$ cat src/hw/rtl/hop_table_packet_router_macros.svh
// ----------------------------------------------------------------------------
// Hop table packet router assertion macros
// Shared helpers for the concurrent checks of the router, clocked on clk and
// held off while rst is high.
// ----------------------------------------------------------------------------
`ifndef HOP_TABLE_PACKET_ROUTER_MACROS_SVH
`define HOP_TABLE_PACKET_ROUTER_MACROS_SVH

// Same-cycle implication.
`define HTPR_ASSERT_IMPL(lbl, pre, post, msg) \
  lbl: assert property (@(posedge clk) disable iff (rst) (pre) |-> (post)) \
    else $error(msg);

// Next-cycle implication.
`define HTPR_ASSERT_NEXT(lbl, pre, post, msg) \
  lbl: assert property (@(posedge clk) disable iff (rst) (pre) |=> (post)) \
    else $error(msg);

`endif

$ cat src/hw/rtl/htpr_pkg.sv
// ----------------------------------------------------------------------------
// Hop table packet router package
// Sizes, codes and shared control types of the router.
// ----------------------------------------------------------------------------
`default_nettype none

package htpr_pkg;

  localparam int NODES     = 256;
  localparam int PORTS     = 4;
  localparam int FAN       = (PORTS < 4) ? PORTS : 4;
  localparam int NODE_W    = $clog2(NODES);
  localparam int ENTRY_W   = 8;
  localparam int ROW_W     = PORTS * ENTRY_W;
  localparam int OCC_Q_W   = 7;
  localparam int COST_W    = ENTRY_W + 1;
  localparam int DIV3_MUL  = 171;
  localparam int DIV3_SHIFT = 9;

  localparam int IN_W      = 80;
  localparam int OUT_W     = 48;
  localparam int USER_W    = 2;
  localparam int CFG_IDX_W = 3;
  localparam int CFG_W     = 8;

  localparam logic [7:0] ACK_LEN = 8'd5;

  typedef enum logic [1:0] {
    ACT_LOCAL_PKT = 2'd0,
    ACT_LOCAL_ACK = 2'd1,
    ACT_SEND      = 2'd2,
    ACT_UNKNOWN   = 2'd3
  } action_t;

  typedef enum logic [CFG_IDX_W-1:0] {
    REG_MY_ADDRESS          = 3'd0,
    REG_HOP_LIMIT           = 3'd1,
    REG_CODE_STANDARD       = 3'd2,
    REG_CODE_ACK            = 3'd3,
    REG_CODE_STANDARD_FLOOD = 3'd4,
    REG_CODE_ACK_FLOOD      = 3'd5
  } reg_idx_t;

  typedef enum logic [1:0] {
    KIND_UNKNOWN,
    KIND_LOCAL_PKT,
    KIND_LOCAL_ACK,
    KIND_FORWARD
  } kind_t;

  typedef enum logic [1:0] {
    SEL_LOCAL,
    SEL_ROUTE,
    SEL_FLOOD
  } out_sel_t;

  typedef struct packed {
    logic [7:0] my_address;
    logic [7:0] hop_limit;
    logic [7:0] code_standard;
    logic [7:0] code_ack;
    logic [7:0] code_standard_flood;
    logic [7:0] code_ack_flood;
  } cfg_t;

  typedef struct packed {
    logic     capture;
    logic     update;
    logic     evaluate;
    logic     load;
    out_sel_t sel;
    logic     last;
  } cmd_t;

  typedef struct packed {
    logic  drop;
    kind_t kind;
    logic  has_route;
    logic  flood_last;
  } status_t;

endpackage

`default_nettype wire

$ cat src/hw/rtl/htpr_ctrl.sv
// ----------------------------------------------------------------------------
// Hop table packet router controller
// Sequences capture, table update, route evaluation and result emission,
// and owns the input ready and output valid handshake signals.
// ----------------------------------------------------------------------------
`default_nettype none

module htpr_ctrl import htpr_pkg::*; (
  input  wire logic clk,
  input  wire logic rst,
  input  wire logic s_tvalid,
  output logic      s_tready,
  output logic      m_tvalid,
  input  wire logic m_tready,
  input  status_t   status,
  output cmd_t      cmd
);

  typedef enum logic [2:0] {
    ST_IDLE,
    ST_UPDATE,
    ST_EVAL,
    ST_EMIT_LOCAL,
    ST_EMIT_ROUTE
  } state_t;

  state_t state;
  state_t state_next;
  logic   m_tvalid_next;
  logic   out_free;

  assign s_tready = (state == ST_IDLE);

  always_comb begin
    cmd        = '0;
    cmd.sel    = SEL_LOCAL;
    state_next = state;
    out_free   = !m_tvalid || m_tready;
    unique case (state)
      ST_IDLE: begin
        cmd.capture = s_tvalid;
        if (s_tvalid) begin
          state_next = ST_UPDATE;
        end
      end
      ST_UPDATE: begin
        if (status.drop) begin
          state_next = ST_IDLE;
        end else begin
          cmd.update = 1'b1;
          state_next = ST_EVAL;
        end
      end
      ST_EVAL: begin
        cmd.evaluate = 1'b1;
        state_next = (status.kind == KIND_FORWARD) ? ST_EMIT_ROUTE : ST_EMIT_LOCAL;
      end
      ST_EMIT_LOCAL: begin
        if (out_free) begin
          cmd.load = 1'b1;
          cmd.sel  = SEL_LOCAL;
          cmd.last = (status.kind != KIND_LOCAL_PKT);
          state_next = (status.kind == KIND_LOCAL_PKT) ? ST_EMIT_ROUTE : ST_IDLE;
        end
      end
      ST_EMIT_ROUTE: begin
        if (out_free) begin
          cmd.load = 1'b1;
          cmd.sel  = status.has_route ? SEL_ROUTE : SEL_FLOOD;
          cmd.last = status.has_route || status.flood_last;
          if (cmd.last) begin
            state_next = ST_IDLE;
          end
        end
      end
      default: begin
        state_next = ST_IDLE;
      end
    endcase
    m_tvalid_next = cmd.load || (m_tvalid && !m_tready);
  end

  always_ff @(posedge clk) begin
    if (rst) begin
      state    <= ST_IDLE;
      m_tvalid <= 1'b0;
    end else begin
      state    <= state_next;
      m_tvalid <= m_tvalid_next;
    end
  end

endmodule

`default_nettype wire

$ cat config.mk
export PLATFORM = sky130hd
export DESIGN_NAME = htpr_ctrl
export DESIGN_NICKNAME = d
export VERILOG_FILES = /design/src/hw/rtl/hop_table_packet_router_macros.svh /design/src/hw/rtl/htpr_pkg.sv /design/src/hw/rtl/htpr_ctrl.sv
export SDC_FILE = /design/constraint.sdc
export NUM_CORES = 1
export LEC_CHECK = 0
export ABC_AREA = 1
export BUFFER_PORTS_ARGS = -buffer_cell sky130_fd_sc_hd__buf_2
export CORE_AREA = 3 3 40 42
export DETAILED_ROUTE_END_ITERATION = 6
export DIE_AREA = 0 0 43 45
export SYNTH_ARGS = -nofsm -noshare
export SYNTH_HDL_FRONTEND = slang
export SYNTH_SLANG_ARGS = --single-unit
export TNS_END_PERCENT = 20
$ cat constraint.sdc
create_clock -name clk -period 1.45 [get_ports clk]
set_input_delay 0.0725 -clock clk [delete_from_list [all_inputs] [get_ports clk]]
set_output_delay 0.0725 -clock clk [all_outputs]
set_load 0.05 [all_outputs]
==> impl_metrics.json, run 1 <==
{
  "outcome": "completed",
  "grt_usage_pct": 8.652,
  "dpl_cell_area_um2": 467.9,
  "final_area_um2": 505.5,
  "antenna_found_initial": 0,
  "route.vias.total": 379,
  "pwr-share-comb_pct": 54.6,
  "timing.max_slew.rel_slack_pct": 80.10,
  "synth-warning-count": 0,
  "drc_errors": 0,
  "crit_type": "reg2out",
  "sw_frac_of_total_pct": 50.47,
  "cp-end-kind": "output pin",
  "gp_congestion": 0.7560,
  "cts.sinks": 4,
  "syn2layout_area_growth_pct": 42.25,
  "grt_max_degree": 8,
  "cts_tree": "done",
  "dp_slack_ns": 0.2155,
  "cts_buffers": 3,
  "worstMarginPinSlew_ns": 0.2981,
  "syn_area_um2": 355.3,
  "fmax_mhz": 751.9,
  "num_rows": 13,
  "core-area_mm2": 0.001285,
  "irDropWorstVdd_mv": 0.5626,
  "setup_ws_ns": 0.1200,
  "ys_seq_elements": 4,
  "yosysTopAreaCell": "dfxtp_1",
  "routedWlPerCell_um": 8.783,
  "cts_hold_buf": 0,
  "synth_area_leaders": "dfxtp_1 23%, inv_1 11%, nand2_1 11%, nor2_1 7.4%, nand3_1 7.0%",
  "worst_hold_path_type": "in2reg",
  "htree_levels": 1,
  "fin_util_pct": 39.34,
  "io_pins": 18,
  "setup-tns-final_ns": 0,
  "crit_required_ns": 1.38,
  "drv_cap": 0,
  "p_int_uw": 314.3,
  "p_leak_nw": 0.2920,
  "path_max_fanout": 7,
  "postSynthCellCount": 57,
  "setup_violations": 0,
  "finClkSkew_ns": 0.00004760,
  "pwr-share-clk_pct": 21.0,
  "pwr_density_cell_mw_per_mm2": 1255,
  "clk_path_buf_depth": 2,
  "drive_gt1_share_pct": 45.45,
  "crit_arrival_ns": 1.26,
  "reg2reg_slack_ns": 0.28,
  "clk_latency_ns": 0.23,
  "final_hold_viol_count": 0,
  "grt.overflow.total": 0,
  "die-area_mm2": 0.001935,
  "vias_per_cell": 4.120,
  "n_fill_cell": 148,
  "diodes": 0,
  "dr.first_iter.drc_count": 3,
  "fin_crit_ns": 1.330,
  "rsz0062_at_grt": "false",
  "hpwl_um": 681,
  "die_w_um": 43,
  "yosysSeqAreaShare_pct": 22.54,
  "die_y_um": 45,
  "period_share_pct": 91.72,
  "grt_pass1_wl_um": 1276,
  "clk_pin_slew_ns": 0.04,
  "drv_slew": 0,
  "whs_ns": 0.1224,
  "yosysTopAreaCellShare_pct": 22.54,
  "fin_nets": 88,
  "p_sw_uw": 320.3,
  "initial_core_util_pct": 27.65,
  "first_pass_iters": 2,
  "portBuffers": 17,
  "synthesis.nets": 66,
  "cts-root-buf": "clkbuf_4",
  "ys_types": 18,
  "syn_area_per_cell_um2": 6.234,
  "p_seq_share_pct": 24.4,
  "ant_nets": 0,
  "drt_wl_total_um": 808,
  "worstSetupStartpointType": "register",
  "grt_pass1_vias": 331
}
## flip-flops by register name, summed over array words and instances (netlist names)
name / count
state: 3
m_tvalid: 1
## final cells by class
| type | count | area [um2] | area share, % |
|---|---|---|---|
| clock buffers | 3 | 22.52 | 4.455 |
| inverters | 11 | 41.29 | 8.168 |
| multi-input cells | 42 | 250.2 | 49.50 |
| flip-flops and latches | 4 | 80.08 | 15.84 |
| well taps | 15 | 18.77 | 3.713 |
| repair buffers | 17 | 92.59 | 18.32 |
## path summary, 6_finish.rpt
kind	start	to	depth (start not counted)
max	state[2]$_SDFFE_PP0P_	cmd[2]	3
min	rst	state[1]$_SDFFE_PP0P_	4
max reg2reg	state[2]$_SDFFE_PP0P_	state[2]$_SDFFE_PP0P_	7
min reg2reg	state[2]$_SDFFE_PP0P_	state[2]$_SDFFE_PP0P_	2
## power by group through the flow
stage	sequential [mW]	combinational [mW]	clock, mW
6_report	0.155	0.347	0.133
5_1_grt	0.158	0.376	0.147
4_1_cts	0.151	0.343	0.140
3_5_place_dp	0.153	0.336	0
3_3_place_gp	0.151	0.337	0
2_1_floorplan	0.161	0.256	0
## worst max-delay path, stage by stage, from the launching register on
cell	delay [ns]
dfxtp_1	0.48
nand2_2	0.16
nor3_2	0.11
buf_2	0.28
## routing by layer
layer | up-vias | GRT usage (%) | wire (um)
met3 | 0 | 2.789 | 72
met5 | - | 0 | 0
li1 | 220 | - | -
met1 | 147 | 11.30 | 393
met4 | 0 | 3.614 | 0
met2 | 12 | 13.17 | 342
## cells in the mapped netlist
cell	n
inv_1	10
nand2_1	10
nor2_1	7
nand3_1	5
a21oi_1	4
dfxtp_1	4
nand2_2	3
nor2_2	3
o21ai_0	2
a21oi_2	1
inv_2	1
nand3_2	1
nor2_4	1
nor2_8	1
nor3_1	1
nor3_2	1
o211ai_1	1
o21ai_1	1
## per-stage QoR
stage / total power, mW / cells
after global placement: 0.4886 / 89
after global routing: 0.6817 / 92
final: 0.6346 / 92
after CTS: 0.6335 / 92
after floorplan: 0.4164 / 57
after detailed placement: 0.4887 / 89
## cell usage in the layout, fill, tap and decap left out
master    count
a21oi_1       4
a21oi_2       1
buf_2        14
buf_4         2
clkbuf_4      4
dfxtp_1       4
inv_1        10
inv_2         1
nand2_1       9
nand2_2       4
nand3_1       5
nand3_2       1
nor2_1        7
nor2_2        2
nor2_4        2
nor2_8        1
nor3_2        2
o211ai_1      1
o21ai_0       1
o21ai_1       1
o21ai_2       1
## timing repair
item / in CTS / in global routing
buffers inserted: 0 / 0
resized for setup: 2 / 3
setup endpoints to repair: 2 / 4
pin swaps: 0 / 0
## logic make-up (layout without fill, tap and decap cells)
| logic type | count (synthesis) | in the layout | share of synthesized area [%] |
|---|---|---|---|
| flip-flops | 4 | 4 | 22.54 |
| buffers and inverters | 11 | 31 | 11.62 |
| AND/OR/NAND/NOR | 33 | 33 | 51.41 |
| AO/OA/AOI/OAI | 9 | 9 | 14.44 |
(Power assumes the default switching activity.)
==> run 2, diff against run 1 <==
BUFFER_PORTS_ARGS = default   (was -buffer_cell sky130_fd_sc_hd__buf_2)
DONT_BUFFER_PORTS = 1   (was default)
==> run 2 against run 1 <==
  * Maximum frequency decreased by 1.5%
  * Critical endpoint is now cmd[3]
  * Design area decreased by 2.5%
  * Clock skew about the same
  * Critical path type unchanged
  * Final cell count decreased by 8.7%
  * Combinational power increased by 4%
==> impl_metrics.json, run 2 (synthesized netlist as in run 1, its figures left out) <==
{
  "top_regs": "state x3, m_tvalid x1",
  "num_rows": 13,
  "pwr_density_cell_mw_per_mm2": 1325,
  "routedWlPerCell_um": 9.655,
  "worst_hold_path_type": "in2reg",
  "die-area_mm2": 0.001935,
  "cts_tree": "done",
  "diodes": 0,
  "fin_crit_ns": 1.351,
  "r2r_end": "state[2]$_SDFFE_PP0P_",
  "drv_cap": 0,
  "vias_per_cell": 4.512,
  "antenna_found_initial": 0,
  "rr_startpoint": "state[2]$_SDFFE_PP0P_",
  "first_pass_iters": 4,
  "p_seq_share_pct": 23.9,
  "cp-end-kind": "output pin",
  "cts_setup_buffers": 0,
  "clk_latency_ns": 0.23,
  "drc_errors": 0,
  "syn2layout_area_growth_pct": 38.73,
  "grt_usage_pct": 9.734,
  "drive_gt1_share_pct": 39.13,
  "dp_cells": 81,
  "reg2reg_slack_ns": 0.27,
  "htree_levels": 1,
  "hpwl_um": 685,
  "setup_violations": 0,
  "fin_nets": 80,
  "die_w_um": 43,
  "rsz0062_at_grt": "false",
  "p_sw_uw": 321.1,
  "fin_util_pct": 38.36,
  "path_max_fanout": 5,
  "ff2ff_path_depth": 7,
  "fmax_mhz": 740.3,
  "power.total_uw": 653.3,
  "p_leak_nw": 0.2656,
  "gp_congestion": 0.7008,
  "p_int_uw": 332.2,
  "dr.first_iter.drc_count": 5,
  "portBuffers": 0,
  "core-area_mm2": 0.001285,
  "crit_type": "reg2out",
  "grt.overflow.total": 0,
  "cts-root-buf": "clkbuf_4",
  "grt_max_degree": 8,
  "clk_pin_slew_ns": 0.04,
  "route.vias.total": 379,
  "period_share_pct": 93.15,
  "fin_cells": 84,
  "largest_register": "state",
  "sw_frac_of_total_pct": 49.16,
  "crit_arrival_ns": 1.28,
  "clk_path_buf_depth": 2,
  "mostFrequentLayoutCell": "inv_1",
  "crit_required_ns": 1.38,
  "finClkSkew_ns": 0.0004968,
  "cts.sinks": 4,
  "pwr-share-comb_pct": 55.1,
  "timing.max_slew.rel_slack_pct": 80.25,
  "grt_pass1_vias": 335,
  "final_hold_viol_count": 0,
  "drv_slew": 0,
  "multi_input_area_um2": 250.2,
  "pwr-share-clk_pct": 21.0,
  "crit_end": "cmd[3]",
  "irDropWorstVdd_mv": 0.6882,
  "die_y_um": 45,
  "n_fill_cell": 145,
  "ant_nets": 0,
  "initial_core_util_pct": 27.65,
  "layout.cells.most_common_list": "10 x inv_1, 9 x nand2_1, 8 x buf_4, 7 x nor2_1, 5 x nand3_1",
  "largest_reg_flops": 3,
  "regArea_um2": 80.08,
  "outcome": "completed",
  "worstMarginPinSlew_ns": 0.2959,
  "hp-start": "rst",
  "grt_pass1_wl_um": 1421,
  "worstSetupStartpointType": "register",
  "startpoint": "state[1]$_SDFFE_PP0P_",
  "io_pins": 18,
  "drt_wl_total_um": 811,
  "cts_buffers": 3
}
run 2: metal layers:
layer | global-route usage, % | wire [um] | part of all wire, %
met5 | 0 | 0 | 0
met4 | 3.614 | 0 | 0
met3 | 4.781 | 75 | 9.2
met2 | 14.07 | 349 | 43
met1 | 12.50 | 386 | 48
run 2: worst max-delay path, cell delays in order (launching register included):
cell,delay (ns)
dfxtp_1,0.35
nor2_4,0.19
nand2_2,0.12
a21oi_2,0.17
buf_4,0.21
run 2: through the flow:
| step | instance area (um2) | setup slack (ns) | setup TNS, ns | hold slack, ns |
|---|---|---|---|---|
| 6_report | 493.0 | 0.09928 | 0 | 0.04102 |
| 5_1_grt | 493.0 | 0.01753 | 0 | 0.07282 |
| 4_1_cts | 488.0 | 0.02258 | 0 | 0.03527 |
| 3_5_place_dp | 462.9 | 0.2222 | 0 | 0.2883 |
| 3_3_place_gp | 462.9 | 0.2827 | 0 | 0.2778 |
| 2_1_floorplan | 364.1 | -0.1155 | -0.2545 | 0.2470 |
run 2: repair_timing:
item	in CTS	in global routing
resized for setup	1	1
gates cloned	0	0
setup endpoints to repair	2	4
hold buffers	0	0
run 2: final cells by class:
| class | count | share of cell area [%] |
|---|---|---|
| Inverter | 11 | 8.376 |
| Clock buffer | 3 | 4.569 |
| Multi-Input combinational cell | 42 | 50.76 |
| Sequential cell | 4 | 16.24 |
| Timing Repair Buffer | 9 | 16.24 |
| Tap cell | 15 | 3.807 |
run 2: how the worst min path moves through the flow:
stage / end / slack (ns) / cells past startpoint
after floorplan: cmd[2] / 0.25 / 1
after global placement: state[1]$_SDFFE_PP0P_ / 0.28 / 3
after detailed placement: state[1]$_SDFFE_PP0P_ / 0.29 / 3
after CTS: state[1]$_SDFFE_PP0P_ / 0.04 / 3
after global routing: state[2]$_SDFFE_PP0P_ / 0.07 / 3
final: state[1]$_SDFFE_PP0P_ / 0.04 / 3
run 2: power by group through the flow:
stage	Sequential [mW]	Clock (mW)	Combinational (mW)
finish	0.156	0.137	0.360
global route	0.161	0.149	0.387
CTS	0.153	0.146	0.360
detailed placement	0.154	0	0.358
global placement	0.151	0	0.358
floorplan	0.161	0	0.256
==> run 3, diff against run 2 <==
ABC_AREA = default   (was 1)
BUFFER_PORTS_ARGS = -buffer_cell sky130_fd_sc_hd__buf_2   (was default)
DONT_BUFFER_PORTS = default   (was 1)
PLACE_DENSITY = 0.48   (was default)
==> run 3 against run 2 <==
  * Wire length increased by 10%
  * Sequential power down 18%
  * Largest power group unchanged
  * Total power shrank 38%
  * Maximum frequency down 3.5%
  * Sequential share of layout area is 0.74 points higher
  * Critical path depth did not move
  * Non-clock buffer count grew 11
  * Die area unchanged
  * Combinational power shrank 61%
  * Clock power hardly changed
  * Worst setup slack got worse by 0.049 ns
==> impl_metrics.json, run 3 <==
{
  "outcome": "completed",
  "multi_input_area_um2": 255.2,
  "setup-tns-final_ns": 0,
  "crit_chain": "or3_4, inv_2, and2_1, buf_6",
  "routedWlPerCell_um": 11.76,
  "muxShareOfSynthArea_pct": 0,
  "crit_type": "reg2out",
  "rr_startpoint": "state[2]$_SDFFE_PP0P_",
  "setup_violations": 0,
  "cts_tree": "done",
  "ant_nets": 0,
  "cp_top_family": "simple AND/OR/NAND/NOR gates",
  "r2r_end": "state[0]$_SDFFE_PP0P_",
  "postSynthCellCount": 40,
  "dp_cells": 73,
  "fin_nets": 72,
  "num_rows": 13,
  "finClkSkew_ns": 0.002918,
  "startpoint": "state[2]$_SDFFE_PP0P_",
  "yosysTopAreaCellShare_pct": 22.94,
  "grt_pass1_vias": 336,
  "hold_depth": 2,
  "reg2reg_slack_ns": 0.31,
  "cts-root-buf": "clkbuf_4",
  "max_stage_delay_ns": 0.40,
  "yosysSeqAreaShare_pct": 22.94,
  "route.vias.total": 363,
  "fmax_mhz": 714.4,
  "crit_buf_inv": 2,
  "diodes": 0,
  "crit_arrival_ns": 1.33,
  "antenna_found_initial": 0,
  "top_layer_used": "met3",
  "drv_cap": 0,
  "cts_buffers": 3,
  "clk_pin_slew_ns": 0.04,
  "drv_slew": 0,
  "hp-start": "rst",
  "synthesis.nets": 49,
  "grt_usage_pct": 10.42,
  "irDropWorstVdd_mv": 0.4407,
  "dpl_cell_area_um2": 470.5,
  "final_hold_viol_count": 0,
  "synthFlopType": "dfxtp_1",
  "gp_congestion": 0.6572,
  "power.total_uw": 405.4,
  "yosys.area_share.xor_xnor_pct": 2.509,
  "route.met3.wl_um": 50,
  "core-area_mm2": 0.001285,
  "largest_reg_flops": 3,
  "initial_core_util_pct": 27.17,
  "wirelength_met1_um": 420,
  "yosysMostFrequentCell": "dfxtp_1",
  "ys_types": 27,
  "htree_levels": 1,
  "cts.sinks": 4,
  "whs_ns": 0.06906,
  "worst_hold_path_type": "in2reg",
  "path_max_fanout": 8,
  "worstMarginPinSlew_ns": 0.4288,
  "n_fill_cell": 143,
  "layout.cells.most_common_list": "14 x buf_2, 4 x clkbuf_4",
  "vias_per_cell": 4.776,
  "synth-warning-count": 0,
  "syn_area_um2": 349.1,
  "largest_register": "state",
  "synth_area_leaders": "dfxtp_1 23%, a221oi_2 8.6%, nor3b_2 7.2%, and4bb_4 4.7%, a22oi_2 3.6%",
  "hpwl_um": 691,
  "io_pins": 18,
  "period_share_pct": 96.53,
  "drc_errors": 0,
  "drt_wl_total_um": 894,
  "grt_max_degree": 10,
  "regArea_um2": 88.84,
  "crit_required_ns": 1.38,
  "synthSimpleGateAreaFrac_pct": 35.13,
  "ys_top_cells_by_count": "4 x dfxtp_1, 3 x inv_1, 3 x nand2_1, 3 x nor2_1",
  "cts_setup_buffers": 0,
  "cp-end-kind": "output pin",
  "drive_gt1_share_pct": 60.66,
  "ys_seq_elements": 4,
  "syn_area_per_cell_um2": 8.727,
  "synthArstFlopShare_pct": 0,
  "p_leak_nw": 0.2293,
  "die-area_mm2": 0.001935,
  "synth_edf_count": 0,
  "clk_path_buf_depth": 2,
  "fin_cells": 76,
  "syn2layout_area_growth_pct": 49.82,
  "die_w_um": 43,
  "die_y_um": 45,
  "clk_latency_ns": 0.23,
  "synthAdderAreaFrac_pct": 0,
  "dr.first_iter.drc_count": 1,
  "first_pass_iters": 2,
  "ff2ff_path_depth": 4,
  "fin_crit_ns": 1.400,
  "portBuffers": 17,
  "cp_slowest_cell": "or3_4",
  "mostFrequentLayoutCell": "buf_2",
  "worstSetupStartpointType": "register",
  "top_regs": "state x3, m_tvalid x1",
  "timing.max_slew.rel_slack_pct": 71.24,
  "final_area_um2": 523.0,
  "grt.overflow.total": 0,
  "synth_top_family_by_area": "simple AND/OR/NAND/NOR gates",
  "grt_pass1_wl_um": 1483,
  "wl_met2_um": 422,
  "yosysTopAreaCell": "dfxtp_1",
  "min_to": "state[2]$_SDFFE_PP0P_",
  "synth_compound_area_share_pct": 29.75,
  "pwr_density_cell_mw_per_mm2": 775.2
}
run 3: cell types whose count changed after synthesis, moves of 2 or more:
| cell | delta |
|---|---|
| nand2b_1 | +2 |
| inv_1 | -7 |
| a221oi_2 | +2 |
| nor3b_2 | +2 |
| nor2_1 | -4 |
| a21oi_1 | -2 |
| nand2_2 | -3 |
| nand2_1 | -7 |
| nand3_1 | -5 |
| nor2_2 | -3 |
run 3: worst max path at each step:
stage | to | depth (start not counted)
2_1_floorplan | state[0]$_SDFFE_PP0P_ | 4
3_3_place_gp | cmd[6] | 4
3_5_place_dp | cmd[0] | 4
4_1_cts | cmd[6] | 4
5_1_grt | cmd[6] | 4
6_report | cmd[6] | 4
run 3: final cells by class:
class	instances	area share, %
well taps	15	3.589
inverters	4	2.871
repair buffers	20	23.45
multi-input cells	30	48.80
clock buffers	3	4.306
flip-flops and latches	4	16.99
run 3: through the flow:
stage	util [%]	setup slack, ns
after global routing	40.70	-0.005719
after global placement	36.61	0.1367
final	40.70	0.05031
after floorplan	-	-0.1927
after detailed placement	36.61	0.1296
after CTS	39.34	0.01372
run 3: per-layer routing:
metal / vias to the layer above / GRT usage (%)
met2: 11 / 15.27
met5: - / 0
met4: 0 / 5.422
li1: 193 / -
met1: 159 / 13.29
met3: 0 / 3.984
run 3: what timing repair did:
| action | CTS | global route |
|---|---|---|
| hold endpoints to repair | 0 | 0 |
| setup endpoints to repair | 6 | 5 |
| pin swaps | 0 | 1 |
| hold buffers | 0 | 0 |
| gates resized for setup | 6 | 5 |
run 3: cell families after synthesis:
kind of cell,after synthesis
buffers and inverters,6
and+or+nand+nor,17
xor gates and xnor gates,1
DFF,4
AOI/OAI and AO/OA,12
run 3: report_power, final:
part | leakage [nW] | internal (mW) | switching (mW)
registers | 0.0344 | 0.115 | 0.0133
clock network | 0.0138 | 0.0925 | 0.0446
logic | 0.181 | 0.0535 | 0.0868
