$ cat src/hw/rtl/hop_table_packet_router_macros.svh
// ----------------------------------------------------------------------------
// Hop table packet router assertion macros
// Shared helpers for the concurrent checks of the router, clocked on clk and
// held off while rst is high.
// ----------------------------------------------------------------------------
`ifndef HOP_TABLE_PACKET_ROUTER_MACROS_SVH
`define HOP_TABLE_PACKET_ROUTER_MACROS_SVH

// Same-cycle implication.
`define HTPR_ASSERT_IMPL(lbl, pre, post, msg) \
  lbl: assert property (@(posedge clk) disable iff (rst) (pre) |-> (post)) \
    else $error(msg);

// Next-cycle implication.
`define HTPR_ASSERT_NEXT(lbl, pre, post, msg) \
  lbl: assert property (@(posedge clk) disable iff (rst) (pre) |=> (post)) \
    else $error(msg);

`endif

$ cat src/hw/rtl/htpr_pkg.sv
// ----------------------------------------------------------------------------
// Hop table packet router package
// Sizes, codes and shared control types of the router.
// ----------------------------------------------------------------------------
`default_nettype none

package htpr_pkg;

  localparam int NODES     = 256;
  localparam int PORTS     = 4;
  localparam int FAN       = (PORTS < 4) ? PORTS : 4;
  localparam int NODE_W    = $clog2(NODES);
  localparam int ENTRY_W   = 8;
  localparam int ROW_W     = PORTS * ENTRY_W;
  localparam int OCC_Q_W   = 7;
  localparam int COST_W    = ENTRY_W + 1;
  localparam int DIV3_MUL  = 171;
  localparam int DIV3_SHIFT = 9;

  localparam int IN_W      = 80;
  localparam int OUT_W     = 48;
  localparam int USER_W    = 2;
  localparam int CFG_IDX_W = 3;
  localparam int CFG_W     = 8;

  localparam logic [7:0] ACK_LEN = 8'd5;

  typedef enum logic [1:0] {
    ACT_LOCAL_PKT = 2'd0,
    ACT_LOCAL_ACK = 2'd1,
    ACT_SEND      = 2'd2,
    ACT_UNKNOWN   = 2'd3
  } action_t;

  typedef enum logic [CFG_IDX_W-1:0] {
    REG_MY_ADDRESS          = 3'd0,
    REG_HOP_LIMIT           = 3'd1,
    REG_CODE_STANDARD       = 3'd2,
    REG_CODE_ACK            = 3'd3,
    REG_CODE_STANDARD_FLOOD = 3'd4,
    REG_CODE_ACK_FLOOD      = 3'd5
  } reg_idx_t;

  typedef enum logic [1:0] {
    KIND_UNKNOWN,
    KIND_LOCAL_PKT,
    KIND_LOCAL_ACK,
    KIND_FORWARD
  } kind_t;

  typedef enum logic [1:0] {
    SEL_LOCAL,
    SEL_ROUTE,
    SEL_FLOOD
  } out_sel_t;

  typedef struct packed {
    logic [7:0] my_address;
    logic [7:0] hop_limit;
    logic [7:0] code_standard;
    logic [7:0] code_ack;
    logic [7:0] code_standard_flood;
    logic [7:0] code_ack_flood;
  } cfg_t;

  typedef struct packed {
    logic     capture;
    logic     update;
    logic     evaluate;
    logic     load;
    out_sel_t sel;
    logic     last;
  } cmd_t;

  typedef struct packed {
    logic  drop;
    kind_t kind;
    logic  has_route;
    logic  flood_last;
  } status_t;

endpackage

`default_nettype wire

$ cat src/hw/rtl/htpr_regs.sv
// ----------------------------------------------------------------------------
// Hop table packet router configuration registers
// Holds the node address, hop limit and the four packet type codes.
// ----------------------------------------------------------------------------
`default_nettype none

module htpr_regs import htpr_pkg::*; (
  input  wire logic                 clk,
  input  wire logic                 rst,
  input  wire logic                 cfg_we,
  input  wire logic [CFG_IDX_W-1:0] cfg_index,
  input  wire logic [CFG_W-1:0]     cfg_data,
  output cfg_t                      cfg
);

  always_ff @(posedge clk) begin
    if (rst) begin
      cfg.my_address          <= 8'd0;
      cfg.hop_limit           <= 8'd254;
      cfg.code_standard       <= 8'd0;
      cfg.code_ack            <= 8'd1;
      cfg.code_standard_flood <= 8'd2;
      cfg.code_ack_flood      <= 8'd3;
    end else if (cfg_we) begin
      unique case (cfg_index)
        REG_MY_ADDRESS:          cfg.my_address          <= cfg_data;
        REG_HOP_LIMIT:           cfg.hop_limit           <= cfg_data;
        REG_CODE_STANDARD:       cfg.code_standard       <= cfg_data;
        REG_CODE_ACK:            cfg.code_ack            <= cfg_data;
        REG_CODE_STANDARD_FLOOD: cfg.code_standard_flood <= cfg_data;
        REG_CODE_ACK_FLOOD:      cfg.code_ack_flood      <= cfg_data;
        default: begin
        end
      endcase
    end
  end

endmodule

`default_nettype wire

$ cat config.mk
export PLATFORM = sky130hd
export DESIGN_NAME = htpr_regs
export DESIGN_NICKNAME = d
export VERILOG_FILES = /design/src/hw/rtl/hop_table_packet_router_macros.svh /design/src/hw/rtl/htpr_pkg.sv /design/src/hw/rtl/htpr_regs.sv
export SDC_FILE = /design/constraint.sdc
export NUM_CORES = 1
export LEC_CHECK = 0
export ABC_CLOCK_PERIOD_IN_PS = 1400
export BUFFER_PORTS_ARGS = -buffer_cell sky130_fd_sc_hd__buf_4
export CORE_MARGIN = 2
export CORE_UTILIZATION = 45
export CTS_BUF_LIST = sky130_fd_sc_hd__clkbuf_16
export CTS_CLUSTER_DIAMETER = 80
export DETAILED_ROUTE_END_ITERATION = 7
export HOLD_SLACK_MARGIN = 0.1
export PLACE_DENSITY_LB_ADDON = 0.3
export SLEW_MARGIN = 5
export SYNTH_ARGS = -nofsm -noshare
export SYNTH_HDL_FRONTEND = slang
export SYNTH_SLANG_ARGS = --single-unit
$ cat constraint.sdc
create_clock -name clk -period 1.4 [get_ports clk]
set_input_delay 0.21 -clock clk [delete_from_list [all_inputs] [get_ports clk]]
set_output_delay 0.21 -clock clk [all_outputs]
set_load 0.03 [all_outputs]
==> impl_metrics.sql, run 1 <==
INSERT INTO impl_metrics (metric_group, metric, value, unit) VALUES
('layout', 'nets', '259', ''),
('synthesis', 'ys_async_sr_fraction', '0', ''),
('clock_network', 'clock_latency_on_the_worst_skew_pair', '0.28', 'ns'),
('clock_network', 'clock-sinks', '48', ''),
('route', 'firstDrtPassIters', '4', ''),
('floorplan', 'initial_utilization', '0.476', ''),
('floorplan', 'coreArea', '4060', 'um2'),
('sta', 'final-setup-viol-count', '0', ''),
('hold_path', 'hold_path_class', 'in2reg', ''),
('outcome', 'run_status', 'completed', ''),
('placed_design', 'place.port_buffers', '61', ''),
('clock_network', 'cts.reportedPaths.clkPinSlew', '0.06', 'ns'),
('floorplan', 'die_area', '4830', 'um2'),
('critical_path', 'slowest_stage', 'sky130_fd_sc_hd__or4b_1', ''),
('critical_path', 'worstPathBufferInverterCount', '2', ''),
('synthesis', 'netlist_top_cells_count', 'sky130_fd_sc_hd__dfxtp_1 (48), sky130_fd_sc_hd__mux2i_1 (48), sky130_fd_sc_hd__nand2b_1 (45)', ''),
('global_route', 'global_route_wire_length_before_repair', '7.21', 'mm'),
('synthesis', 'synth_fp_nets', '194', ''),
('placed_design', 'detailed_place_hpwl', '3.20', 'mm'),
('placed_design', 'preCtsSetupSlack', '0.0756', 'ns'),
('sta', 'final-max-slew-violation-count', '0', ''),
('critical_path', 'critical_path_maximum_fanout', '8', ''),
('clock_network', 'cts.root.buffer_cell', 'sky130_fd_sc_hd__clkbuf_16', ''),
('critical_path', 'worstSetupStartpointType', 'input port', ''),
('layout', 'layout_top_registers', 'cfg: 48 flops', ''),
('global_route', 'grt_pass1_vias', '1443', ''),
('critical_path', 'wp_data_required', '1.56', 'ns'),
('critical_path', 'crit_family', 'simple AND/OR/NAND/NOR gates', ''),
('synthesis', 'yosysTopAreaCellShare', '0.498', ''),
('critical_path', 'criticalPathCategory', 'in2reg', ''),
('critical_path', 'worst-endpoint-arrival', '1.20', 'ns'),
('critical_path', 'worstSetupStartpoint', 'cfg_index[1]', ''),
('critical_path', 'setup.reg_to_reg.worst_slack', '0.78', 'ns'),
('critical_path', 'crit-reg2reg-launch', 'cfg[39]$_SDFFE_PP1P_', ''),
('synthesis', 'synth-seq-area-share', '0.498', ''),
('layout', 'layout-drive-gt1-share', '0.317', ''),
('layout', 'areaGrowthSynthToFinish', '35.4', '%'),
('sta', 'rsz0062_at_grt', 'no', ''),
('synthesis', 'postSynthRegisterBits', '48', ''),
('floorplan', 'number_of_top_level_design_ports', '62', ''),
('power', 'max-vdd-ir-drop', '0.000808', 'V'),
('clock_network', 'tritoncts', 'built', ''),
('critical_path', 'worstPathCellList', 'buf_4 -> or4b_1 -> buf_4 -> mux2i_1', ''),
('global_route', 'grt_antenna_before_repair', '0', ''),
('layout', 'antenna-diode-count', '0', ''),
('clock_network', 'ctsHtreeMaxLevel', '2', ''),
('synthesis', 'cells_after_synthesis', '180', ''),
('critical_path', 'worstSetupPathDepth', '4', ''),
('synthesis', 'dominantRegCellSynth', 'sky130_fd_sc_hd__dfxtp_1', ''),
('sta', 'post-route-min-period', '1.04', 'ns'),
('sta', 'timing.setup.tns', '0', 'ns'),
('power', 'power_leakage', '1.28', 'nW'),
('sta', 'slew_headroom', '0.803', ''),
('critical_path', 'rr_worst_depth', '2', ''),
('power', 'power.density', '1090', 'nW/um2'),
('sta', 'final.setup.worst_slack', '0.362', 'ns'),
('critical_path', 'critical_path.most_common_cell', 'sky130_fd_sc_hd__buf_4', ''),
('global_route', 'grtUsageTotal', '0.188', ''),
('route', 'drt.antenna.violating_nets', '0', ''),
('floorplan', 'fp-row-count', '23', ''),
('power', 'fin_total_pwr', '2.85', 'mW'),
('sta', 'worst-slew-pin-transition', '0.295', 'ns'),
('clock_network', 'cts_inserted_buffers', '5', ''),
('route', 'first_iter_violations', '51', ''),
('critical_path', 'timing.critical_path.to_type', 'register', ''),
('placed_design', 'place.gp.congestion', '0.749', ''),
('route', 'routed-via-count', '1470', ''),
('sta', 'finalHoldViolCount', '0', ''),
('sta', 'worst_clock_skew_on_the_final_layout', '0', 'ns'),
('critical_path', 'crit_path_end', 'cfg[40]$_SDFFE_PP0P_', ''),
('global_route', 'grt.overflow.total', '0', '');
## logic make-up after synthesis
logic type / Yosys count / share of synthesized area
multiplexers: 48 / 0.249
flip-flops: 48 / 0.498
buffers and inverters: 13 / 0.0331
AND/OR/NAND/NOR: 71 / 0.220
## where the power goes
part / internal (mW) / total, mW / leakage [nW] / switching [mW]
logic: 0.131 / 0.295 / 0.822 / 0.164
registers: 1.40 / 1.41 / 0.389 / 0.0167
clock network: 0.649 / 1.14 / 0.0710 / 0.495
## area by class of cell
cell class	count	area, um2
clock buffers	5	125
flip-flops and latches	48	961
multi-input cells	119	906
clock inverters	3	13.8
fillers	341	1440
repair buffers	71	546
well taps	50	62.6
## worst min-delay path by stage
stage | to | startpoint | depth (start not counted) | slack, ns
after CTS | cfg[35]$_SDFFE_PP1P_ | cfg_data[3] | 3 | 0.20
after global placement | cfg[14]$_SDFFE_PP0P_ | cfg[14]$_SDFFE_PP0P_ | 2 | 0.46
final | cfg[34]$_SDFFE_PP1P_ | cfg_data[2] | 3 | 0.20
after floorplan | cfg[34]$_SDFFE_PP1P_ | cfg_data[2] | 2 | 0.38
after detailed placement | cfg[28]$_SDFFE_PP0P_ | cfg[28]$_SDFFE_PP0P_ | 2 | 0.47
after global routing | cfg[35]$_SDFFE_PP1P_ | cfg_data[3] | 3 | 0.21
## routing by layer
metal | part of all wire | track usage
met1 | 0.44 | 0.251
met2 | 0.47 | 0.286
met3 | 0.080 | 0.0698
met4 | 0.011 | 0.0523
met5 | 0 | 0
## worst reg2reg max path, delay by kind of cell, from the launching register on
kind,cells,cell delay (ns)
flip-flops,1,0.32
multiplexers,1,0.08
AND/OR/NAND/NOR,1,0.12
## layout by cell type, fill, tap and decap left out, drive strengths merged
cell type	n
buf	71
or4b	1
nand2b	45
nor2	19
nand4b	2
dfxtp	48
clkbuf	5
nand4bb	2
clkinv	3
and4bb	1
nor4bb	1
mux2i	48
## per-stage QoR
| step | std cells | util | instance area [um2] |
|---|---|---|---|
| 3_3_place_gp | 288 | 0.610 | 2470 |
| 2_1_floorplan | 180 | - | 1930 |
| 3_5_place_dp | 288 | 0.610 | 2470 |
| 5_1_grt | 296 | 0.644 | 2610 |
| 6_report | 296 | 0.644 | 2610 |
| 4_1_cts | 296 | 0.644 | 2610 |
No activity file was read; power rests on OpenSTA's default activity.
==> run 2: changes to the inputs <==
--- a/config.mk
+++ b/config.mk
@@ -5,7 +5,8 @@
 export SDC_FILE = /design/constraint.sdc
 export NUM_CORES = 1
 export LEC_CHECK = 0
-export ABC_CLOCK_PERIOD_IN_PS = 1400
+export ABC_AREA = 1
+export ABC_CLOCK_PERIOD_IN_PS = 920
 export BUFFER_PORTS_ARGS = -buffer_cell sky130_fd_sc_hd__buf_4
 export CORE_MARGIN = 2
 export CORE_UTILIZATION = 45
==> constraint.sdc (replaced) <==
create_clock -name clk -period 0.92 [get_ports clk]
set_input_delay 0.138 -clock clk [delete_from_list [all_inputs] [get_ports clk]]
set_output_delay 0.138 -clock clk [all_outputs]
set_load 0.03 [all_outputs]
==> run 2 against run 1 <==
  * The flow now finishes with violations (setup timing)
  * Register-to-register slack got worse by 0.49 ns
  * Utilization rose by 9.4 points
  * Power rose by 75%
  * Sequential cell count did not move
  * Critical endpoint is now cfg[38]
  * Highest routed layer unchanged
==> impl_metrics.sql, run 2 <==
INSERT INTO impl_metrics (metric_group, metric, value, unit) VALUES
('outcome', 'run_status', 'finished with violations', ''),
('outcome', 'failed_checks', 'setup timing', ''),
('clock_network', 'ctsHtreeMaxLevel', '2', ''),
('clock_network', 'clock-sinks', '48', ''),
('global_route', 'global_route_wire_length_before_repair', '8.14', 'mm'),
('route', 'routed-via-count', '1986', ''),
('route', 'drt.antenna.violating_nets', '0', ''),
('global_route', 'met3_usage', '0.0395', ''),
('layout', 'layout_top_registers', 'cfg: 48 flops', ''),
('clock_network', 'post_cts_setup_buffer_count', '0', ''),
('power', 'share_seq_of_total_power', '0.445', ''),
('sta', 'post-route-min-period', '0.927', 'ns'),
('layout', 'mostFrequentLayoutCells', 'sky130_fd_sc_hd__nor2_1 (75), sky130_fd_sc_hd__nand2_1 (65), sky130_fd_sc_hd__nand3_1 (48), sky130_fd_sc_hd__buf_6 (48), sky130_fd_sc_hd__dfxtp_2 (47)', ''),
('sta', 'worst_clock_skew_on_the_final_layout', '0', 'ns'),
('sta', 'layout_worst_path_cycle_share', '1.01', ''),
('synthesis', 'netlist_top_cells_count', 'sky130_fd_sc_hd__nor2_1 (75), sky130_fd_sc_hd__nand2_1 (65), sky130_fd_sc_hd__dfxtp_1 (48), sky130_fd_sc_hd__nand3_1 (48), sky130_fd_sc_hd__inv_1 (12)', ''),
('critical_path', 'worstPathCellList', 'buf_6', ''),
('clock_network', 'cts_inserted_buffers', '5', ''),
('critical_path', 'criticalPathCategory', 'reg2out', ''),
('layout', 'layout-drive-gt1-share', '0.398', ''),
('synthesis', 'synth_fp_nets', '285', ''),
('clock_network', 'clock_path_buffers', '2', ''),
('critical_path', 'slowest_delay', '0.36', 'ns'),
('layout', 'ff_latch_area', '1020', 'um2'),
('global_route', 'grt_antenna_before_repair', '0', ''),
('power', 'max-vdd-ir-drop', '0.00149', 'V'),
('route', 'first_iter_violations', '210', ''),
('synthesis', 'ys_warn_count', '0', ''),
('synthesis', 'synth-seq-area-share', '0.505', ''),
('power', 'intPower', '3.75', 'mW'),
('power', 'comb_power_share', '0.151', ''),
('floorplan', 'fp-row-count', '23', ''),
('global_route', 'busiest_layer', 'met2', ''),
('hold_path', 'hold-path-cell-count', '5', ''),
('synthesis', 'yosysTopAreaCellShare', '0.505', ''),
('power', 'pwr-share-clk', '0.404', ''),
('synthesis', 'ys_types', '13', ''),
('critical_path', 'wp_data_required', '0.78', 'ns'),
('layout', 'flip_flop_count_of_the_largest_register_all_copies_and_words_added', '48', ''),
('global_route', 'global_route_met2_usage', '0.341', ''),
('synthesis', 'synth_edf_count', '0', ''),
('sta', 'finalHoldViolCount', '0', ''),
('power', 'power.density', '1680', 'nW/um2'),
('clock_network', 'tritoncts', 'built', ''),
('critical_path', 'critical_path_maximum_fanout', '2', ''),
('synthesis', 'ys_async_sr_fraction', '0', ''),
('power', 'sw_frac_of_total', '0.249', ''),
('route', 'wl_per_cell', '13.0', 'um'),
('synthesis', 'postSynthRegisterBits', '48', ''),
('critical_path', 'crit-reg2reg-launch', 'cfg[32]$_SDFFE_PP0P_', ''),
('layout', 'final_common_cell', 'sky130_fd_sc_hd__nor2_1', ''),
('hold_path', 'hold_path_class', 'in2reg', ''),
('layout', 'nets', '365', ''),
('critical_path', 'setup.reg_to_reg.worst_slack', '0.29', 'ns'),
('hold_path', 'hp-start', 'cfg_index[1]', ''),
('critical_path', 'crit_family', 'flip-flops', ''),
('floorplan', 'die_width', '69.0', 'um'),
('global_route', 'grt_util_met1', '0.283', ''),
('sta', 'slew_headroom', '0.810', ''),
('flow_run', 'drv_cap', '0', ''),
('placed_design', 'preCtsSetupSlack', '-0.0988', 'ns'),
('synthesis', 'syn_avg_cell_area', '7.02', 'um2'),
('layout', 'areaGrowthSynthToFinish', '56.3', '%'),
('global_route', 'grt_pass1_vias', '1718', ''),
('sta', 'worst-slew-pin-transition', '0.285', 'ns'),
('floorplan', 'number_of_top_level_design_ports', '62', ''),
('clock_network', 'cts.root.buffer_cell', 'sky130_fd_sc_hd__clkbuf_16', ''),
('placed_design', 'detailed_place_hpwl', '3.39', 'mm'),
('power', 'power_leakage', '1.39', 'nW'),
('sta', 'rsz0062_at_grt', 'yes', ''),
('synthesis', 'dominantRegCellSynth', 'sky130_fd_sc_hd__dfxtp_1', ''),
('layout', 'most_flop_heavy_register', 'cfg', ''),
('floorplan', 'initial_utilization', '0.472', ''),
('placed_design', 'place.port_buffers', '61', ''),
('layout', 'n_fill_cell', '309', ''),
('route', 'firstDrtPassIters', '5', ''),
('critical_path', 'worstSetupStartpoint', 'cfg[38]$_SDFFE_PP1P_', ''),
('route', 'drcViolationCount', '0', ''),
('clock_network', 'cts.reportedPaths.clkPinSlew', '0.06', 'ns'),
('critical_path', 'rr_worst_depth', '2', ''),
('critical_path', 'worst-endpoint-arrival', '0.79', 'ns'),
('hold_path', 'whs_endpoint', 'cfg[0]$_SDFFE_PP1P_', ''),
('sta', 'final-max-slew-violation-count', '0', ''),
('critical_path', 'timing.critical_path.to_type', 'output port', ''),
('critical_path', 'worstSetupStartpointType', 'register', ''),
('sta', 'final-setup-viol-count', '1', ''),
('floorplan', 'coreArea', '4030', 'um2'),
('sta', 'final.setup.worst_slack', '-0.00670', 'ns'),
('synthesis', 'cells_after_synthesis', '271', ''),
('global_route', 'grt_start_max_net_pins', '49', ''),
('placed_design', 'place.gp.congestion', '0.832', ''),
('synthesis', 'post-synth-top-area-cell', 'sky130_fd_sc_hd__dfxtp_1', ''),
('floorplan', 'die_h', '69.0', 'um'),
('sta', 'fmax', '1080', 'MHz'),
('floorplan', 'die_area', '4760', 'um2'),
('layout', 'multi_input_area', '842', 'um2'),
('global_route', 'grt.overflow.total', '0', ''),
('synthesis', 'mappedNetlistArea', '1900', 'um2'),
('critical_path', 'crit-reg2reg-capture', 'cfg[32]$_SDFFE_PP0P_', ''),
('sta', 'timing.setup.tns', '-0.00670', 'ns'),
('route', 'post_drt_via_cell_ratio', '4.94', ''),
('layout', 'antenna-diode-count', '0', ''),
('clock_network', 'clock_latency_on_the_worst_skew_pair', '0.29', 'ns'),
('critical_path', 'worstPathBufferInverterCount', '1', ''),
('synthesis', 'ys_top_cells_by_area', 'sky130_fd_sc_hd__dfxtp_1 (51%), sky130_fd_sc_hd__nor2_1 (15%), sky130_fd_sc_hd__nand2_1 (13%), sky130_fd_sc_hd__nand3_1 (13%), sky130_fd_sc_hd__inv_1 (2.4%)', ''),
('power', 'p_sw', '1.24', 'mW'),
('synthesis', 'synthMostInstantiatedCell', 'sky130_fd_sc_hd__nor2_1', ''),
('route', 'drt-total-wl', '5.23', 'mm'),
('critical_path', 'slowest_stage', 'sky130_fd_sc_hd__dfxtp_1', ''),
('global_route', 'grtUsageTotal', '0.214', '');
## run 2: cell count changes after synthesis, moves of 3 or more
cell	change
sky130_fd_sc_hd__clkbuf_1	-4
sky130_fd_sc_hd__inv_1	+12
sky130_fd_sc_hd__inv_2	+3
sky130_fd_sc_hd__mux2i_1	-48
sky130_fd_sc_hd__nand2_1	+65
sky130_fd_sc_hd__nand2b_1	-45
sky130_fd_sc_hd__nand3_1	+48
sky130_fd_sc_hd__nor2_1	+56
sky130_fd_sc_hd__nor2_2	+7
## run 2: through the flow
step	area, um2	instances	total power, mW	hold WS [ns]	utilization
after floorplan	1900	271	2.64	0.251	-
after global placement	2490	386	2.90	0.348	0.618
after detailed placement	2490	386	2.91	0.351	0.618
after CTS	2860	402	4.97	0.225	0.709
after global routing	2970	402	5.16	0.254	0.738
final	2970	402	4.99	0.240	0.738
## run 2: how the worst max path moves through the flow
stage                           end  slack [ns]  cells past startpoint
3_3_place_gp   cfg[40]$_SDFFE_PP0P_       -0.04                      7
2_1_floorplan   cfg[0]$_SDFFE_PP1P_        0.05                      4
5_1_grt                     cfg[38]      -0.007                      1
4_1_cts                     cfg[21]      0.0002                      1
3_5_place_dp   cfg[42]$_SDFFE_PP0P_        -0.1                      6
6_report                    cfg[38]      -0.007                      1
## run 2: layout make-up
type,instances,share of cell area
Clock buffer,5,0.0421
Clock inverter,3,0.0130
Inverter,15,0.0189
Multi-Input combinational cell,199,0.283
Sequential cell,48,0.343
Tap cell,50,0.0210
Timing Repair Buffer,82,0.279
## run 2: repair_timing
action / in CTS / in global routing
hold buffers: 8 / 0
gates cloned: 0 / 0
endpoints found under the setup margin: 27 / 35
gates resized for setup: 43 / 52
hold endpoints to repair: 11 / 0
## run 2: power groups by stage
stage          clock network [mW]  logic [mW]  registers, mW
2_1_floorplan                   0       0.263           2.38
3_3_place_gp                    0       0.663           2.24
3_5_place_dp                    0       0.672           2.24
4_1_cts                      2.04       0.726           2.20
5_1_grt                      2.13       0.809           2.23
6_report                     2.02       0.755           2.22
## run 2: per-layer routing
metal / part of all wire / routed length [um] / vias to the layer above
met1: 0.40 / 2110 / 889
met5: 0 / 0 / -
met4: 0.018 / 96 / 0
met2: 0.50 / 2620 / 82
met3: 0.077 / 401 / 9
li1: - / - / 1006
## run 2: cell families after synthesis
group / after synthesis / synth area share
AOI/OAI and AO/OA: 2 / 0.00526
buffers and inverters: 24 / 0.0520
DFF: 48 / 0.505
and+or+nand+nor: 197 / 0.437
==> run 3: changes to the inputs <==
--- a/config.mk
+++ b/config.mk
@@ -6,7 +6,7 @@
 export NUM_CORES = 1
 export LEC_CHECK = 0
 export ABC_AREA = 1
-export ABC_CLOCK_PERIOD_IN_PS = 920
+export ABC_CLOCK_PERIOD_IN_PS = 900
 export BUFFER_PORTS_ARGS = -buffer_cell sky130_fd_sc_hd__buf_4
 export CORE_MARGIN = 2
 export CORE_UTILIZATION = 45
@@ -15,6 +15,7 @@
 export DETAILED_ROUTE_END_ITERATION = 7
 export HOLD_SLACK_MARGIN = 0.1
 export PLACE_DENSITY_LB_ADDON = 0.3
+export RECOVER_POWER = 100
 export SLEW_MARGIN = 5
 export SYNTH_ARGS = -nofsm -noshare
 export SYNTH_HDL_FRONTEND = slang
==> constraint.sdc (replaced) <==
create_clock -name clk -period 0.9 [get_ports clk]
set_input_delay 0.135 -clock clk [delete_from_list [all_inputs] [get_ports clk]]
set_output_delay 0.135 -clock clk [all_outputs]
set_load 0.03 [all_outputs]
==> run 3 against run 2 <==
  * The flow still finishes with violations (setup timing)
  * Global-route usage is 0.94 points higher
  * Hold slack worse by 0.085 ns
  * First-iteration DRC count is 13% higher
  * Count of clock-buffer cells in the layout stayed put
  * Clock power is 14% lower
  * Power is 4.3% lower
  * Register-to-register slack worse by 0.12 ns
  * Largest cell class unchanged
==> impl_metrics.sql, run 3 (synthesized netlist as in run 2, its figures left out) <==
INSERT INTO impl_metrics (metric_group, metric, value, unit) VALUES
('layout', 'flip_flop_count_of_the_largest_register_all_copies_and_words_added', '48', ''),
('floorplan', 'coreArea', '4030', 'um2'),
('clock_network', 'cts.root.buffer_cell', 'sky130_fd_sc_hd__clkbuf_16', ''),
('placed_design', 'preCtsSetupSlack', '-0.0971', 'ns'),
('global_route', 'grt_start_max_net_pins', '49', ''),
('floorplan', 'die_width', '69.0', 'um'),
('sta', 'layout_worst_path_cycle_share', '1.01', ''),
('critical_path', 'crit_family', 'flip-flops', ''),
('floorplan', 'fp-row-count', '23', ''),
('sta', 'rsz0062_at_grt', 'yes', ''),
('power', 'power.density', '1620', 'nW/um2'),
('sta', 'slew_headroom', '0.801', ''),
('clock_network', 'cts.reportedPaths.clkPinSlew', '0.06', 'ns'),
('sta', 'finalHoldViolCount', '0', ''),
('sta', 'fmax', '1090', 'MHz'),
('layout', 'mostFrequentLayoutCells', 'sky130_fd_sc_hd__nor2_1 (77), sky130_fd_sc_hd__nand2_1 (65), sky130_fd_sc_hd__nand3_1 (48), sky130_fd_sc_hd__dfxtp_2 (48), sky130_fd_sc_hd__buf_6 (48)', ''),
('power', 'intPower', '3.53', 'mW'),
('power', 'p_sw', '1.24', 'mW'),
('clock_network', 'ctsHtreeMaxLevel', '2', ''),
('power', 'sw_frac_of_total', '0.260', ''),
('critical_path', 'worstSetupStartpointType', 'register', ''),
('layout', 'layout-drive-gt1-share', '0.386', ''),
('critical_path', 'worstPathCellList', 'buf_6', ''),
('global_route', 'global_route_wire_length_before_repair', '8.49', 'mm'),
('global_route', 'grtUsageTotal', '0.223', ''),
('power', 'comb_power_share', '0.161', ''),
('critical_path', 'setup.reg_to_reg.worst_slack', '0.17', 'ns'),
('clock_network', 'tritoncts', 'built', ''),
('global_route', 'grt_pass1_vias', '1826', ''),
('power', 'fin_total_pwr', '4.77', 'mW'),
('sta', 'worst_clock_skew_on_the_final_layout', '0', 'ns'),
('critical_path', 'critical_path_maximum_fanout', '2', ''),
('clock_network', 'clock-sinks', '48', ''),
('critical_path', 'slowest_stage', 'sky130_fd_sc_hd__dfxtp_2', ''),
('route', 'post_drt_via_cell_ratio', '4.92', ''),
('power', 'share_seq_of_total_power', '0.475', ''),
('sta', 'post-route-min-period', '0.913', 'ns'),
('placed_design', 'place.port_buffers', '61', ''),
('clock_network', 'clock_path_buffers', '2', ''),
('layout', 'most_flop_heavy_register', 'cfg', ''),
('outcome', 'run_status', 'finished with violations', ''),
('placed_design', 'place.gp.congestion', '0.794', ''),
('critical_path', 'criticalPathCategory', 'reg2out', ''),
('floorplan', 'die_h', '69.0', 'um'),
('critical_path', 'worstPathBufferInverterCount', '1', ''),
('sta', 'worst-slew-pin-transition', '0.299', 'ns'),
('floorplan', 'number_of_top_level_design_ports', '62', ''),
('layout', 'final_common_cell', 'sky130_fd_sc_hd__nor2_1', ''),
('layout', 'antenna-diode-count', '0', ''),
('layout', 'nets', '368', ''),
('sta', 'final-setup-viol-count', '1', ''),
('critical_path', 'wp_data_required', '0.76', 'ns'),
('global_route', 'grt_antenna_before_repair', '0', ''),
('critical_path', 'slowest_delay', '0.35', 'ns'),
('power', 'power_leakage', '1.38', 'nW'),
('power', 'pwr-share-clk', '0.364', ''),
('sta', 'final-max-slew-violation-count', '0', ''),
('route', 'drt.antenna.violating_nets', '0', ''),
('power', 'max-vdd-ir-drop', '0.00123', 'V'),
('placed_design', 'dp.cells', '387', ''),
('placed_design', 'detailed_place_hpwl', '3.34', 'mm'),
('critical_path', 'worstSetupPathDepth', '1', ''),
('layout', 'utilization_after_layout', '0.733', ''),
('outcome', 'failed_checks', 'setup timing', ''),
('route', 'wl_per_cell', '12.6', 'um'),
('route', 'routed-via-count', '1991', ''),
('flow_run', 'drv_cap', '0', ''),
('route', 'drcViolationCount', '0', ''),
('critical_path', 'rr_worst_depth', '3', ''),
('route', 'drt-total-wl', '5.11', 'mm'),
('floorplan', 'initial_utilization', '0.472', ''),
('sta', 'final.setup.worst_slack', '-0.0134', 'ns'),
('global_route', 'grt.overflow.total', '0', ''),
('clock_network', 'clock_latency_on_the_worst_skew_pair', '0.28', 'ns'),
('layout', 'layoutNonFillerInstCount', '405', ''),
('route', 'firstDrtPassIters', '4', ''),
('critical_path', 'worst-endpoint-arrival', '0.78', 'ns'),
('layout', 'areaGrowthSynthToFinish', '55.2', '%'),
('hold_path', 'hold-path-cell-count', '3', ''),
('critical_path', 'timing.critical_path.to_type', 'output port', ''),
('sta', 'timing.setup.tns', '-0.0134', 'ns'),
('clock_network', 'cts_inserted_buffers', '5', ''),
('floorplan', 'die_area', '4760', 'um2'),
('layout', 'layout_top_registers', 'cfg: 48 flops', ''),
('route', 'first_iter_violations', '238', ''),
('hold_path', 'hold_path_class', 'in2reg', '');
-- run 3: changes by cell type in the layout (fill, tap and decap cells not counted), sizes merged --
cell / before / now
bufinv: 1 / 0
dlygate4sd3: 8 / 9
inv: 16 / 17
clkbuf: 5 / 9
buf: 74 / 72
-- run 3: repair_timing --
item / 4_1_cts / 5_1_grt
setup buffers: 0 / 1
hold endpoints to repair: 9 / 0
hold buffers: 9 / 0
endpoints found under the setup margin: 48 / 23
resized for setup: 95 / 1
-- run 3: final cells by class --
cell class / count / area [um2]
Timing Repair Buffer: 85 / 838
Tap cell: 50 / 62.6
Sequential cell: 48 / 1020
Inverter: 15 / 56.3
Multi-Input combinational cell: 199 / 837
Fill cell: 324 / 1080
Clock inverter: 3 / 11.3
Clock buffer: 5 / 125
-- run 3: worst reg2reg max path: cells and delay by family, from the launching register on --
family,cells,cell delay (ns)
AND/OR/NAND/NOR,2,0.17
buffers and inverters,1,0.12
flip-flops,1,0.32
-- run 3: power groups by stage --
stage	registers [mW]	logic [mW]	clock network, mW
3_3_place_gp	2.29	0.679	0
2_1_floorplan	2.43	0.269	0
4_1_cts	2.27	0.767	1.77
3_5_place_dp	2.29	0.689	0
6_report	2.27	0.768	1.74
5_1_grt	2.28	0.831	1.84
-- run 3: worst paths after layout --
path                              from              endpoint
hold / removal             cfg_data[0]   cfg[0]$_SDFFE_PP1P_
setup reg to reg  cfg[38]$_SDFFE_PP1P_  cfg[38]$_SDFFE_PP1P_
setup / recovery  cfg[34]$_SDFFE_PP1P_               cfg[34]
hold reg to reg   cfg[35]$_SDFFE_PP1P_  cfg[35]$_SDFFE_PP1P_
-- run 3: per-layer routing --
metal,share of wire,vias up,track usage
met4,0.024,0,0.120
met1,0.41,893,0.293
li1,-,1008,-
met5,0,-,0
met3,0.090,9,0.0439
met2,0.47,81,0.345
-- run 3: metrics by stage --
step	instance area [um2]	hold slack, ns
2_1_floorplan	1900	0.248
3_3_place_gp	2500	0.347
3_5_place_dp	2500	0.351
4_1_cts	2960	0.102
5_1_grt	2950	0.158
6_report	2950	0.154
